$ cat config.mk
export PLATFORM = sky130hd
export DESIGN_NAME = psq_ctrl
export DESIGN_NICKNAME = d
export VERILOG_FILES = /design/src/rtl/psq_pkg.sv /design/src/rtl/psq_ctrl.sv
export SDC_FILE = /design/constraint.sdc
export NUM_CORES = 1
export LEC_CHECK = 0
export BUFFER_PORTS_ARGS = -buffer_cell sky130_fd_sc_hd__buf_2
export CAP_MARGIN = 20
export CORE_MARGIN = 4
export CORE_UTILIZATION = 50
export DETAILED_ROUTE_END_ITERATION = 8
export MAX_ROUTING_LAYER = met4
export PLACE_DENSITY = 0.76
export RECOVER_POWER = 50
export SLEW_MARGIN = 15
export SYNTH_ARGS = -nofsm -noshare
export SYNTH_HDL_FRONTEND = slang
export SYNTH_SLANG_ARGS = --single-unit
export TNS_END_PERCENT = 100
$ cat constraint.sdc
create_clock -name i_clk -period 6.6 [get_ports i_clk]
set_input_delay 1.32 -clock i_clk [delete_from_list [all_inputs] [get_ports i_clk]]
set_output_delay 1.32 -clock i_clk [all_outputs]
set_load 0.005 [all_outputs]
$ cat src/rtl/psq_pkg.sv
`timescale 1ns / 1ps
// Shared types and constants for the packet slot ring transmit queue.
// No dependencies; psq_ctrl and the top level refer to it by scoped names.
package psq_pkg;

    // Default geometry of the ring.
    localparam int DEF_SLOT_COUNT       = 8;
    localparam int DEF_MAX_PACKET_BYTES = 512;

    // Operation codes carried by an input transaction.
    typedef enum logic [1:0] {
        OP_BYTE = 2'd0,
        OP_DONE = 2'd1,
        OP_POLL = 2'd2,
        OP_READ = 2'd3
    } t_op;

    // Status codes returned with each result.
    typedef enum logic [1:0] {
        ST_NONE   = 2'd0,
        ST_ENQ    = 2'd1,
        ST_DROP   = 2'd2,
        ST_REJECT = 2'd3
    } t_status;

    // One registered input transaction.
    typedef struct packed {
        t_op        op;
        logic [7:0] data_byte;
        logic       last_byte;
        logic       tx_accept;
        logic [2:0] read_slot;
        logic [8:0] read_offset;
    } t_item;

endpackage

$ cat src/rtl/psq_ctrl.sv
`timescale 1ns / 1ps
// Queue control: pointers, packet assembly, submission logic, counters, results.
// Depends on psq_pkg for the transaction struct and the operation and status codes.
module psq_ctrl #(
    parameter int SLOT_COUNT       = 8,
    parameter int MAX_PACKET_BYTES = 512
) (
    input  logic                                    i_clk,
    input  logic                                    i_rst_n,
    input  logic                                    i_vld,
    input  psq_pkg::t_item                          i_item,
    output logic                                    o_wr_en,
    output logic [$clog2(SLOT_COUNT)-1:0]           o_wr_slot,
    output logic [((MAX_PACKET_BYTES > 1) ? $clog2(MAX_PACKET_BYTES) : 1)-1:0] o_wr_off,
    output logic [7:0]                              o_wr_data,
    output logic                                    o_strobe,
    output logic [1:0]                              o_status,
    output logic                                    o_tx_start,
    output logic [2:0]                              o_tx_slot,
    output logic [9:0]                              o_tx_length,
    output logic [3:0]                              o_held_packets,
    output logic [31:0]                             o_enqueued_count,
    output logic [31:0]                             o_transmitted_count,
    output logic [31:0]                             o_dropped_count,
    output logic [31:0]                             o_failed_count
);

    localparam int SW = $clog2(SLOT_COUNT);
    localparam int PW = $clog2(2 * SLOT_COUNT);
    localparam int DW = $clog2(SLOT_COUNT + 1);
    localparam int OW = (MAX_PACKET_BYTES > 1) ? $clog2(MAX_PACKET_BYTES) : 1;
    localparam int FW = $clog2(MAX_PACKET_BYTES + 2);
    localparam int LW = $clog2(MAX_PACKET_BYTES + 1);

    typedef enum logic [1:0] {
        MODE_IDLE    = 2'd0,
        MODE_STORE   = 2'd1,
        MODE_DISCARD = 2'd2
    } t_mode;

    // State.
    t_mode          r_mode, n_mode;
    logic [PW-1:0]  r_wp, n_wp;
    logic [PW-1:0]  r_rp, n_rp;
    logic           r_in_flight, n_in_flight;
    logic [FW-1:0]  r_fill, n_fill;
    logic [31:0]    r_cnt_enq, n_cnt_enq;
    logic [31:0]    r_cnt_tx, n_cnt_tx;
    logic [31:0]    r_cnt_drop, n_cnt_drop;
    logic [31:0]    r_cnt_fail, n_cnt_fail;
    logic [LW-1:0]  r_len [SLOT_COUNT];

    // Result registers.
    logic           r_strobe;
    psq_pkg::t_status r_status, n_status;
    logic           r_tx_start, n_tx_start;
    logic [2:0]     r_tx_slot, n_tx_slot;
    logic [9:0]     r_tx_length, n_tx_length;
    logic [3:0]     r_held_packets, n_held_packets;

    // Intermediate values.
    t_mode          mode_cur;
    logic [FW-1:0]  fill_inc;
    logic           do_enq;
    logic           do_submit;
    logic           in_flight_mid;
    logic           sub_try;
    logic [SW-1:0]  wp_slot;
    logic [SW-1:0]  rp_slot;
    logic [DW-1:0]  depth_now;
    logic [DW-1:0]  depth_new;
    logic [LW-1:0]  len_sel;

    // Pointer advance modulo twice the slot count.
    function automatic logic [PW-1:0] ptr_next(input logic [PW-1:0] p);
        return (p == PW'(2 * SLOT_COUNT - 1)) ? '0 : p + 1'b1;
    endfunction

    // Packets held between the two pointers.
    function automatic logic [DW-1:0] ring_depth(input logic [PW-1:0] w,
                                                 input logic [PW-1:0] r);
        logic [PW:0] diff;
        if (w >= r) begin
            diff = {1'b0, w} - {1'b0, r};
        end else begin
            diff = {1'b0, w} + (PW + 1)'(2 * SLOT_COUNT) - {1'b0, r};
        end
        return DW'(diff);
    endfunction

    // Slot index of a pointer.
    function automatic logic [SW-1:0] slot_of(input logic [PW-1:0] p);
        logic [PW-1:0] s;
        if (p >= PW'(SLOT_COUNT)) begin
            s = p - PW'(SLOT_COUNT);
        end else begin
            s = p;
        end
        return SW'(s);
    endfunction

    // Next-state and result logic for one transaction.
    always_comb begin
        n_mode        = r_mode;
        n_wp          = r_wp;
        n_rp          = r_rp;
        n_fill        = r_fill;
        n_cnt_enq     = r_cnt_enq;
        n_cnt_tx      = r_cnt_tx;
        n_cnt_drop    = r_cnt_drop;
        n_cnt_fail    = r_cnt_fail;
        n_status      = psq_pkg::ST_NONE;
        do_enq        = 1'b0;
        do_submit     = 1'b0;
        in_flight_mid = r_in_flight;
        o_wr_en       = 1'b0;

        depth_now = ring_depth(r_wp, r_rp);
        wp_slot   = slot_of(r_wp);

        // A packet's mode is settled at its first byte.
        mode_cur = r_mode;
        if (i_item.op == psq_pkg::OP_BYTE && r_mode == MODE_IDLE) begin
            mode_cur = (depth_now >= DW'(SLOT_COUNT)) ? MODE_DISCARD : MODE_STORE;
        end
        fill_inc = (r_fill <= FW'(MAX_PACKET_BYTES)) ? r_fill + 1'b1 : r_fill;

        o_wr_slot = wp_slot;
        o_wr_off  = OW'(r_fill);
        o_wr_data = i_item.data_byte;

        if (i_vld) begin
            unique case (i_item.op)
                psq_pkg::OP_BYTE: begin
                    o_wr_en = (mode_cur == MODE_STORE) && (r_fill < FW'(MAX_PACKET_BYTES));
                    if (i_item.last_byte) begin
                        if (fill_inc > FW'(MAX_PACKET_BYTES)) begin
                            n_status = psq_pkg::ST_REJECT;
                        end else if (mode_cur == MODE_DISCARD) begin
                            n_status   = psq_pkg::ST_DROP;
                            n_cnt_drop = r_cnt_drop + 32'd1;
                        end else begin
                            n_status  = psq_pkg::ST_ENQ;
                            do_enq    = 1'b1;
                            n_wp      = ptr_next(r_wp);
                            n_cnt_enq = r_cnt_enq + 32'd1;
                            do_submit = 1'b1;
                        end
                        n_mode = MODE_IDLE;
                        n_fill = '0;
                    end else begin
                        n_mode = mode_cur;
                        n_fill = fill_inc;
                    end
                end
                psq_pkg::OP_DONE: begin
                    // A completion with nothing in flight is ignored.
                    if (r_in_flight) begin
                        in_flight_mid = 1'b0;
                        n_rp          = ptr_next(r_rp);
                        n_cnt_tx      = r_cnt_tx + 32'd1;
                        do_submit     = 1'b1;
                    end
                end
                psq_pkg::OP_POLL: begin
                    do_submit = 1'b1;
                end
                psq_pkg::OP_READ: begin
                end
                default: begin
                end
            endcase
        end

        // Submission of the oldest slot, seen after this transaction's updates.
        depth_new = ring_depth(n_wp, n_rp);
        rp_slot   = slot_of(n_rp);
        sub_try   = do_submit && !in_flight_mid && (depth_new != '0);
        len_sel   = (do_enq && rp_slot == wp_slot) ? LW'(fill_inc) : r_len[rp_slot];

        n_in_flight = in_flight_mid;
        if (sub_try) begin
            if (i_item.tx_accept) begin
                n_in_flight = 1'b1;
            end else begin
                n_cnt_fail = r_cnt_fail + 32'd1;
            end
        end

        n_tx_start     = sub_try;
        n_tx_slot      = sub_try ? 3'(rp_slot) : 3'd0;
        n_tx_length    = sub_try ? 10'(len_sel) : 10'd0;
        n_held_packets = 4'(depth_new);
    end

    // State and result registers.
    always_ff @(posedge i_clk) begin
        if (!i_rst_n) begin
            r_mode      <= MODE_IDLE;
            r_wp        <= '0;
            r_rp        <= '0;
            r_in_flight <= 1'b0;
            r_fill      <= '0;
            r_cnt_enq   <= '0;
            r_cnt_tx    <= '0;
            r_cnt_drop  <= '0;
            r_cnt_fail  <= '0;
            r_strobe    <= 1'b0;
        end else begin
            r_strobe <= i_vld;
            if (i_vld) begin
                r_mode         <= n_mode;
                r_wp           <= n_wp;
                r_rp           <= n_rp;
                r_in_flight    <= n_in_flight;
                r_fill         <= n_fill;
                r_cnt_enq      <= n_cnt_enq;
                r_cnt_tx       <= n_cnt_tx;
                r_cnt_drop     <= n_cnt_drop;
                r_cnt_fail     <= n_cnt_fail;
                r_status       <= n_status;
                r_tx_start     <= n_tx_start;
                r_tx_slot      <= n_tx_slot;
                r_tx_length    <= n_tx_length;
                r_held_packets <= n_held_packets;
                if (do_enq) begin
                    r_len[wp_slot] <= LW'(fill_inc);
                end
            end
        end
    end

    assign o_strobe            = r_strobe;
    assign o_status            = r_status;
    assign o_tx_start          = r_tx_start;
    assign o_tx_slot           = r_tx_slot;
    assign o_tx_length         = r_tx_length;
    assign o_held_packets      = r_held_packets;
    assign o_enqueued_count    = r_cnt_enq;
    assign o_transmitted_count = r_cnt_tx;
    assign o_dropped_count     = r_cnt_drop;
    assign o_failed_count      = r_cnt_fail;

endmodule

Word-level counts from Yosys, hierarchy flattened --
Memory sizes are Yosys's and may differ from the RTL's. A register that Yosys moved wholly into a read port is not among the register bits. Index checks and enable logic that the tools add are counted. Widths: inputs -> output; s select.
Word-level totals: flip-flop bits (word level) 160, RAM bits 80, bits of input ports 27, output and inout bits 170, memories kept 1
Memory list:
- r_len | words 8, width 10, rd ports 1, clocked after Yosys merged registers in 1, wr ports 1, RTL line psq_ctrl.sv:51 | logic [LW-1:0] r_len [SLOT_COUNT];
Operators by class: $add $sub $neg 15, magnitude comparators 8, equality and inequality tests 6, multiplexer cells 39, bitwise operators 3, reductions and logical operators 16
Operators by type and width (number):
- $add 32x1->32 const B | 4
- $mux 4 | 12
- $mux 10 | 2
- $mux 1 | 17
- $add 4x1->4 const B | 4
- $sub 4x4->4 | 4
- $ge 4x4->1 const B | 3
- $add 10x1->10 const B | 1
- $gt 10x10->1 const B | 1
- $le 10x10->1 const B | 1
- $lt 10x10->1 const B | 1
- $mux 2 | 5
- $reduce_and 5->1 | 2
- $eq 4x4->1 const B | 2
- $ge 4x4->1 | 2
- $mux 3 | 2
- $reduce_and 2->1 | 3
- $reduce_and 3->1 | 2
- $sub 3x1->3 const B | 2
- $eq 2x1->1 const B | 2
- $eq 2x2->1 const B | 2
- $logic_and 1x1->1 | 4
- $logic_not 2->1 | 2
- $reduce_bool 4->1 | 1
- 3 further kinds | 6

Depth between registers and ports, before layout --
depth after elaboration 18, gate-level depth with buffers 22, depth with buffers taken out 18

Worst setup path after synthesis --
Ideal clock, no wire load.
path kind input -> register, from in i_item[23] (netlist name), to reg r_cnt_fail[27], in the netlist o_failed_count[27], setup time 0.070 ns, arrival 5.062 ns, path slack 1.467 ns, stages 16, cell sequence nor3_1 -> nand2b_1 -> o221ai_1 -> or2_2 -> clkbuf_1 -> nor2_1 -> o21ai_0 -> fa_1 -> a21oi_1 -> o211a_1 -> or4b_1 -> nand3_2 -> nor2_2 -> buf_2 -> or4_1 -> a21oi_1
On the way: longest elaborated chain between the ends 15, elaborated cells on any way between the ends 30
RTL lines:
- from (decl) | RTL line psq_ctrl.sv:11 | input psq_pkg::t_item i_item,
- $logic_not 2->1 (*) | RTL line psq_ctrl.sv:123, psq_ctrl.sv:133
- $logic_and 1x1->1 | RTL line psq_ctrl.sv:123 | if (i_item.op == psq_pkg::OP_BYTE && r_mode == MODE_IDLE) begin
- $mux 2 | RTL line psq_ctrl.sv:123
- $eq 2x2->1 | RTL line psq_ctrl.sv:139 | end else if (mode_cur == MODE_DISCARD) begin
- $mux 4 | RTL line psq_ctrl.sv:139
- $mux 4 | RTL line psq_ctrl.sv:137 | if (fill_inc > FW'(MAX_PACKET_BYTES)) begin
- $mux 4 | RTL line psq_ctrl.sv:136 | if (i_item.last_byte) begin
- $mux 4 (*) | RTL line psq_ctrl.sv:133 | unique case (i_item.op)
- $mux 4 (*) | RTL line psq_ctrl.sv:132 | if (i_vld) begin
- via n_wp[1] | RTL line psq_ctrl.sv:43 | logic [PW-1:0] r_wp, n_wp;
- $add 4x1->4 | RTL line psq_ctrl.sv:86 | diff = {1'b0, w} + (PW + 1)'(2 * SLOT_COUNT) - {1'b0, r};
- $sub 4x4->4 | RTL line psq_ctrl.sv:86
- $mux 4 (*) | RTL line psq_ctrl.sv:83 | if (w >= r) begin
- via depth_new[3] | RTL line psq_ctrl.sv:71 | logic [DW-1:0] depth_new;
- $reduce_bool 4->1 (*) | RTL line psq_ctrl.sv:178 | sub_try = do_submit && !in_flight_mid && (depth_new != '0);
- $logic_and 1x1->1 (*) | RTL line psq_ctrl.sv:178
- $reduce_and 3->1 (no source line) (*)
- to (signal assigned) | RTL line psq_ctrl.sv:220 | r_cnt_fail <= n_cnt_fail;
- to (decl) | RTL line psq_ctrl.sv:50 | logic [31:0] r_cnt_fail, n_cnt_fail;
Mark *: on every way through the listed nets, which the timed path passes. The rest lies on a longest branch. A chain may end at the register's enable or synchronous reset.

Worst setup path in the final report --
from reg r_fill[1], to reg r_cnt_fail[26], in the netlist o_failed_count[26]
On the way: longest elaborated chain between the ends 13, elaborated cells on any way between the ends 21
RTL lines:
- from (decl) | RTL line psq_ctrl.sv:46 | logic [FW-1:0] r_fill, n_fill;
- from (signal assigned) | RTL line psq_ctrl.sv:216 | r_fill <= n_fill;
- $add 10x1->10 / $le 10x10->1 (equally long branches) | RTL line psq_ctrl.sv:126 | fill_inc = (r_fill <= FW'(MAX_PACKET_BYTES)) ? r_fill + 1'b1 : r_fill;
- $mux 10 (*) | RTL line psq_ctrl.sv:126
- $gt 10x10->1 (*) | RTL line psq_ctrl.sv:137
- $mux 4 (*) | RTL line psq_ctrl.sv:137
- $mux 4 (*) | RTL line psq_ctrl.sv:136
- $mux 4 (*) | RTL line psq_ctrl.sv:133
- $mux 4 (*) | RTL line psq_ctrl.sv:132
- via n_wp[3] | RTL line psq_ctrl.sv:43
- $add 4x1->4 | RTL line psq_ctrl.sv:86
- $sub 4x4->4 | RTL line psq_ctrl.sv:86
- $mux 4 (*) | RTL line psq_ctrl.sv:83
- via depth_new[3] | RTL line psq_ctrl.sv:71
- $reduce_bool 4->1 (*) | RTL line psq_ctrl.sv:178
- $logic_and 1x1->1 (*) | RTL line psq_ctrl.sv:178
- $reduce_and 3->1 (no source line) (*)
Marked as above.

==> results.sh <==
export IMPL_status="finished, violations left"
export IMPL_violations="capacitance limit, slew limit"
export IMPL_cts_tree="built"
export IMPL_hpwl_um=18900
export IMPL_num_vias=9460
export IMPL_numCtsBuffers=28
export IMPL_layout_drive_gt1_share=0.139
export IMPL_ys_ff_latch=250
export IMPL_fmax_mhz=179
export IMPL_numPortBuffers=168
export IMPL_gr_usage_all_layers=0.217
export IMPL_syn_nets=1214
export IMPL_ys_warn_count=0
export IMPL_synth_area_um2=12100
export IMPL_synth_main_ff_cell="dfxtp_1"
export IMPL_drc=0
export IMPL_power_density_nw_per_um2=240
export IMPL_cts_buffer_depth=3
export IMPL_final_cell_count_no_fill=1641
export IMPL_tightestPinTransition_ns=3.82
export IMPL_reg2reg_depth=16
export IMPL_met2_usage=0.355
export IMPL_io_pins=197
export IMPL_insertion_delay_ns=0.53
export IMPL_fin_nets=1344
export IMPL_drt_first_pass_iters=5
export IMPL_holdPathStages=2
export IMPL_r2r_slack_ns=1.01
export IMPL_dp_cells=1587
export IMPL_crit_path_end_kind="register"
export IMPL_criticalPathCategory="register to register"
export IMPL_cts_hold_buf=0
export IMPL_holdPathEnd="o_enqueued_count[31]"
export IMPL_setup_violations=0
export IMPL_avgViaCountPerCell=5.76
export IMPL_worstHoldStart="o_enqueued_count[31]"
export IMPL_ant_nets=0
export IMPL_cts_root_buf="clkbuf_16"
export IMPL_die_h_um=163
export IMPL_antenna_found_initial=0
export IMPL_clkTransAtPathRegs_ns=0.06
export IMPL_clkSinkCount=250
export IMPL_seqCellArea_um2=6010
export IMPL_synth_edff_count=100
export IMPL_rsz0062_at_grt="no"
export IMPL_finClkSkew_ns=0.0116
export IMPL_reg2reg_from="r_fill[1]"
export IMPL_finalHoldViolations=0
export IMPL_route_detailed_wl_per_inst_um=17.5
export IMPL_post_cts_repair_setup_buffers=0
export IMPL_yosysUniqueCellTypes=72
export IMPL_die_x_um=163
export IMPL_ctsHtreeMaxLevel=1
export IMPL_coreArea_um2=23600
export IMPL_drt_wl_total_um=28700
export IMPL_min_period_ns=5.59
export IMPL_drv_slew=201
export IMPL_min_period_over_period=0.846
export IMPL_drt_iter0_markers=700
export IMPL_place_gp_congestion=0.854
export IMPL_ctsResizeCount=0
export IMPL_slew_headroom=-1.55
export IMPL_busiest_layer="met2"
export IMPL_ys_async_sr_fraction=0
export IMPL_grt_pass1_wl_um=46300
export IMPL_peakVddDrop_mv=0.173
export IMPL_use_met3=0.0452
export IMPL_grt_util_met1=0.279
export IMPL_p_leak_nw=4.87
export IMPL_die_area_um2=26700
export IMPL_syn_inst=1169
export IMPL_grt_pass1_vias=9123
export IMPL_fill_cells=2043
export IMPL_multi_input_area_um2=5480
export IMPL_grt_overflow=0
export IMPL_start_kind="register"
export IMPL_hold_path_class="register to register"
export IMPL_timing_rr_end="o_failed_count[26]"
export IMPL_yosysSeqAreaShare=0.498
export IMPL_fin_setup_tns_ns=0
export IMPL_crit_required_ns=7.02
export IMPL_area_growth_pct=14.6
export IMPL_syn_area_per_cell_um2=10.3
export IMPL_start_util=0.511
export IMPL_crit_arrival_ns=6.01
export IMPL_grt_start_max_net_pins=90
export IMPL_crit_fanout=42
export IMPL_max_cap_violations=3
export IMPL_rows=56
-- flip-flops by register name (all words and copies together) (netlist names), 10 cells and up --
signal,cells
r_fill,10
o_tx_length,10
r_len,80
o_dropped_count,32
o_failed_count,32
o_transmitted_count,32
o_enqueued_count,32
-- per-stage QoR --
step	utilization	power, mW	setup slack [ns]	area [um^2]	hold WS (ns)
global placement	0.550	1.72	0.930	13000	0.450
detailed placement	0.550	1.72	0.838	13000	0.461
finish	0.586	3.32	1.01	13800	0.472
CTS	0.591	3.34	1.27	14000	0.473
floorplan	-	1.70	1.47	12100	0.457
global route	0.586	3.42	0.559	13800	0.512
-- metal layers --
| metal | part of all wire | vias to the layer above |
|---|---|---|
| met5 | 0 | - |
| met4 | 0.024 | 0 |
| met3 | 0.065 | 50 |
| met2 | 0.48 | 271 |
| met1 | 0.43 | 4587 |
| li1 | - | 4552 |
-- cell type report --
cell class | count | share of cell area
Tap cell | 319 | 0.0289
Multi-Input combinational cell | 802 | 0.396
Timing Repair Buffer | 184 | 0.0604
Antenna cell | 1 | 0.000181
Inverter | 33 | 0.00904
Clock buffer | 35 | 0.0570
Clock inverter | 17 | 0.0141
Sequential cell | 250 | 0.434
-- power breakdown --
group	switching, mW	internal (mW)
logic	0.0588	0.0208
registers	0.00336	1.60
clock network	0.627	1.00
total	0.689	2.63
-- worst max-delay path, cell delays in order, from the launching register on --
cell and delay [ns]:
dfxtp_1 0.52, ha_1 0.27, nand4b_1 0.33, mux2i_1 0.22, a211oi_2 0.30, a31o_1 0.65
nand3_1 0.35, o31ai_1 0.41, ha_1 0.36, a21oi_1 0.26, o21ai_0 0.14, or4b_1 0.50
nand3_2 0.14, nor2_2 0.06, buf_4 0.26, or4_1 0.53, a21oi_1 0.18
-- cells in the mapped netlist (all sizes together) (8+ instances only) --
cell	instances	share of area
inv	33	0.010
nor4	15	0.0083
nand3	61	0.027
nand2	102	0.032
xnor2	32	0.023
a21oi	61	0.025
xor2	24	0.017
nor2	94	0.030
or4	34	0.021
and3	25	0.013
or3	16	0.0083
mux4	20	0.038
nand4	33	0.017
nor3	24	0.011
clkbuf	39	0.012
dfxtp	150	0.25
mux2i	45	0.037
ha	16	0.017
mux2	8	0.0075
buf	45	0.028
o31ai	33	0.021
and4	12	0.0089
edfxtp	100	0.25
nand2b	36	0.019
and2	15	0.0078
o21ai	24	0.010
-- placed cells by master, fill, tap and decap left out, drive strengths merged, types with 3 or more instances in the layout --
cell type	Yosys	layout
a211oi	5	5
a21oi	61	61
a22oi	6	6
a31oi	5	5
and2	15	15
and3	25	25
and4	12	12
buf	45	84
bufinv	0	4
clkbuf	39	135
clkinv	0	10
clkinvlp	0	3
dfxtp	150	150
edfxtp	100	100
ha	16	16
inv	33	33
mux2	8	8
mux2i	45	45
mux4	20	20
nand2	102	102
nand2b	36	36
nand3	61	61
nand4	33	33
nand4b	3	3
nor2	94	94
nor2b	6	6
nor3	24	24
nor4	15	15
o211ai	6	6
o21ai	24	24
o311ai	5	5
o31ai	33	33
o41ai	6	6
or3	16	16
or4	34	34
xnor2	32	32
xor2	24	24
-- logic make-up (layout without fill, tap and decap cells) --
kind of cell | Yosys count | after routing | share of synthesized area
and+or+nand+nor | 485 | 485 | 0.214
DFF | 250 | 250 | 0.498
AOI/OAI and AO/OA | 169 | 169 | 0.0939
buffers and inverters | 117 | 269 | 0.0501
muxes | 73 | 73 | 0.0824
xor gates and xnor gates | 57 | 57 | 0.0425
adders and majority gates | 18 | 18 | 0.0199
other | 0 | 1 | 0
-- how the worst max path moves through the flow --
| stage | startpoint | slack [ns] | end |
|---|---|---|---|
| 6_report | r_fill[1] | 1.01 | o_failed_count[26] |
| 5_1_grt | i_rst_n | 0.56 | r_len[3][1] |
| 4_1_cts | r_wp[2] | 1.27 | o_failed_count[26] |
| 3_5_place_dp | i_item[23] | 0.84 | o_tx_length[2] |
| 3_3_place_gp | i_item[23] | 0.93 | o_tx_length[2] |
| 2_1_floorplan | i_item[23] | 1.47 | o_failed_count[27] |
(Power assumes the default switching activity.)
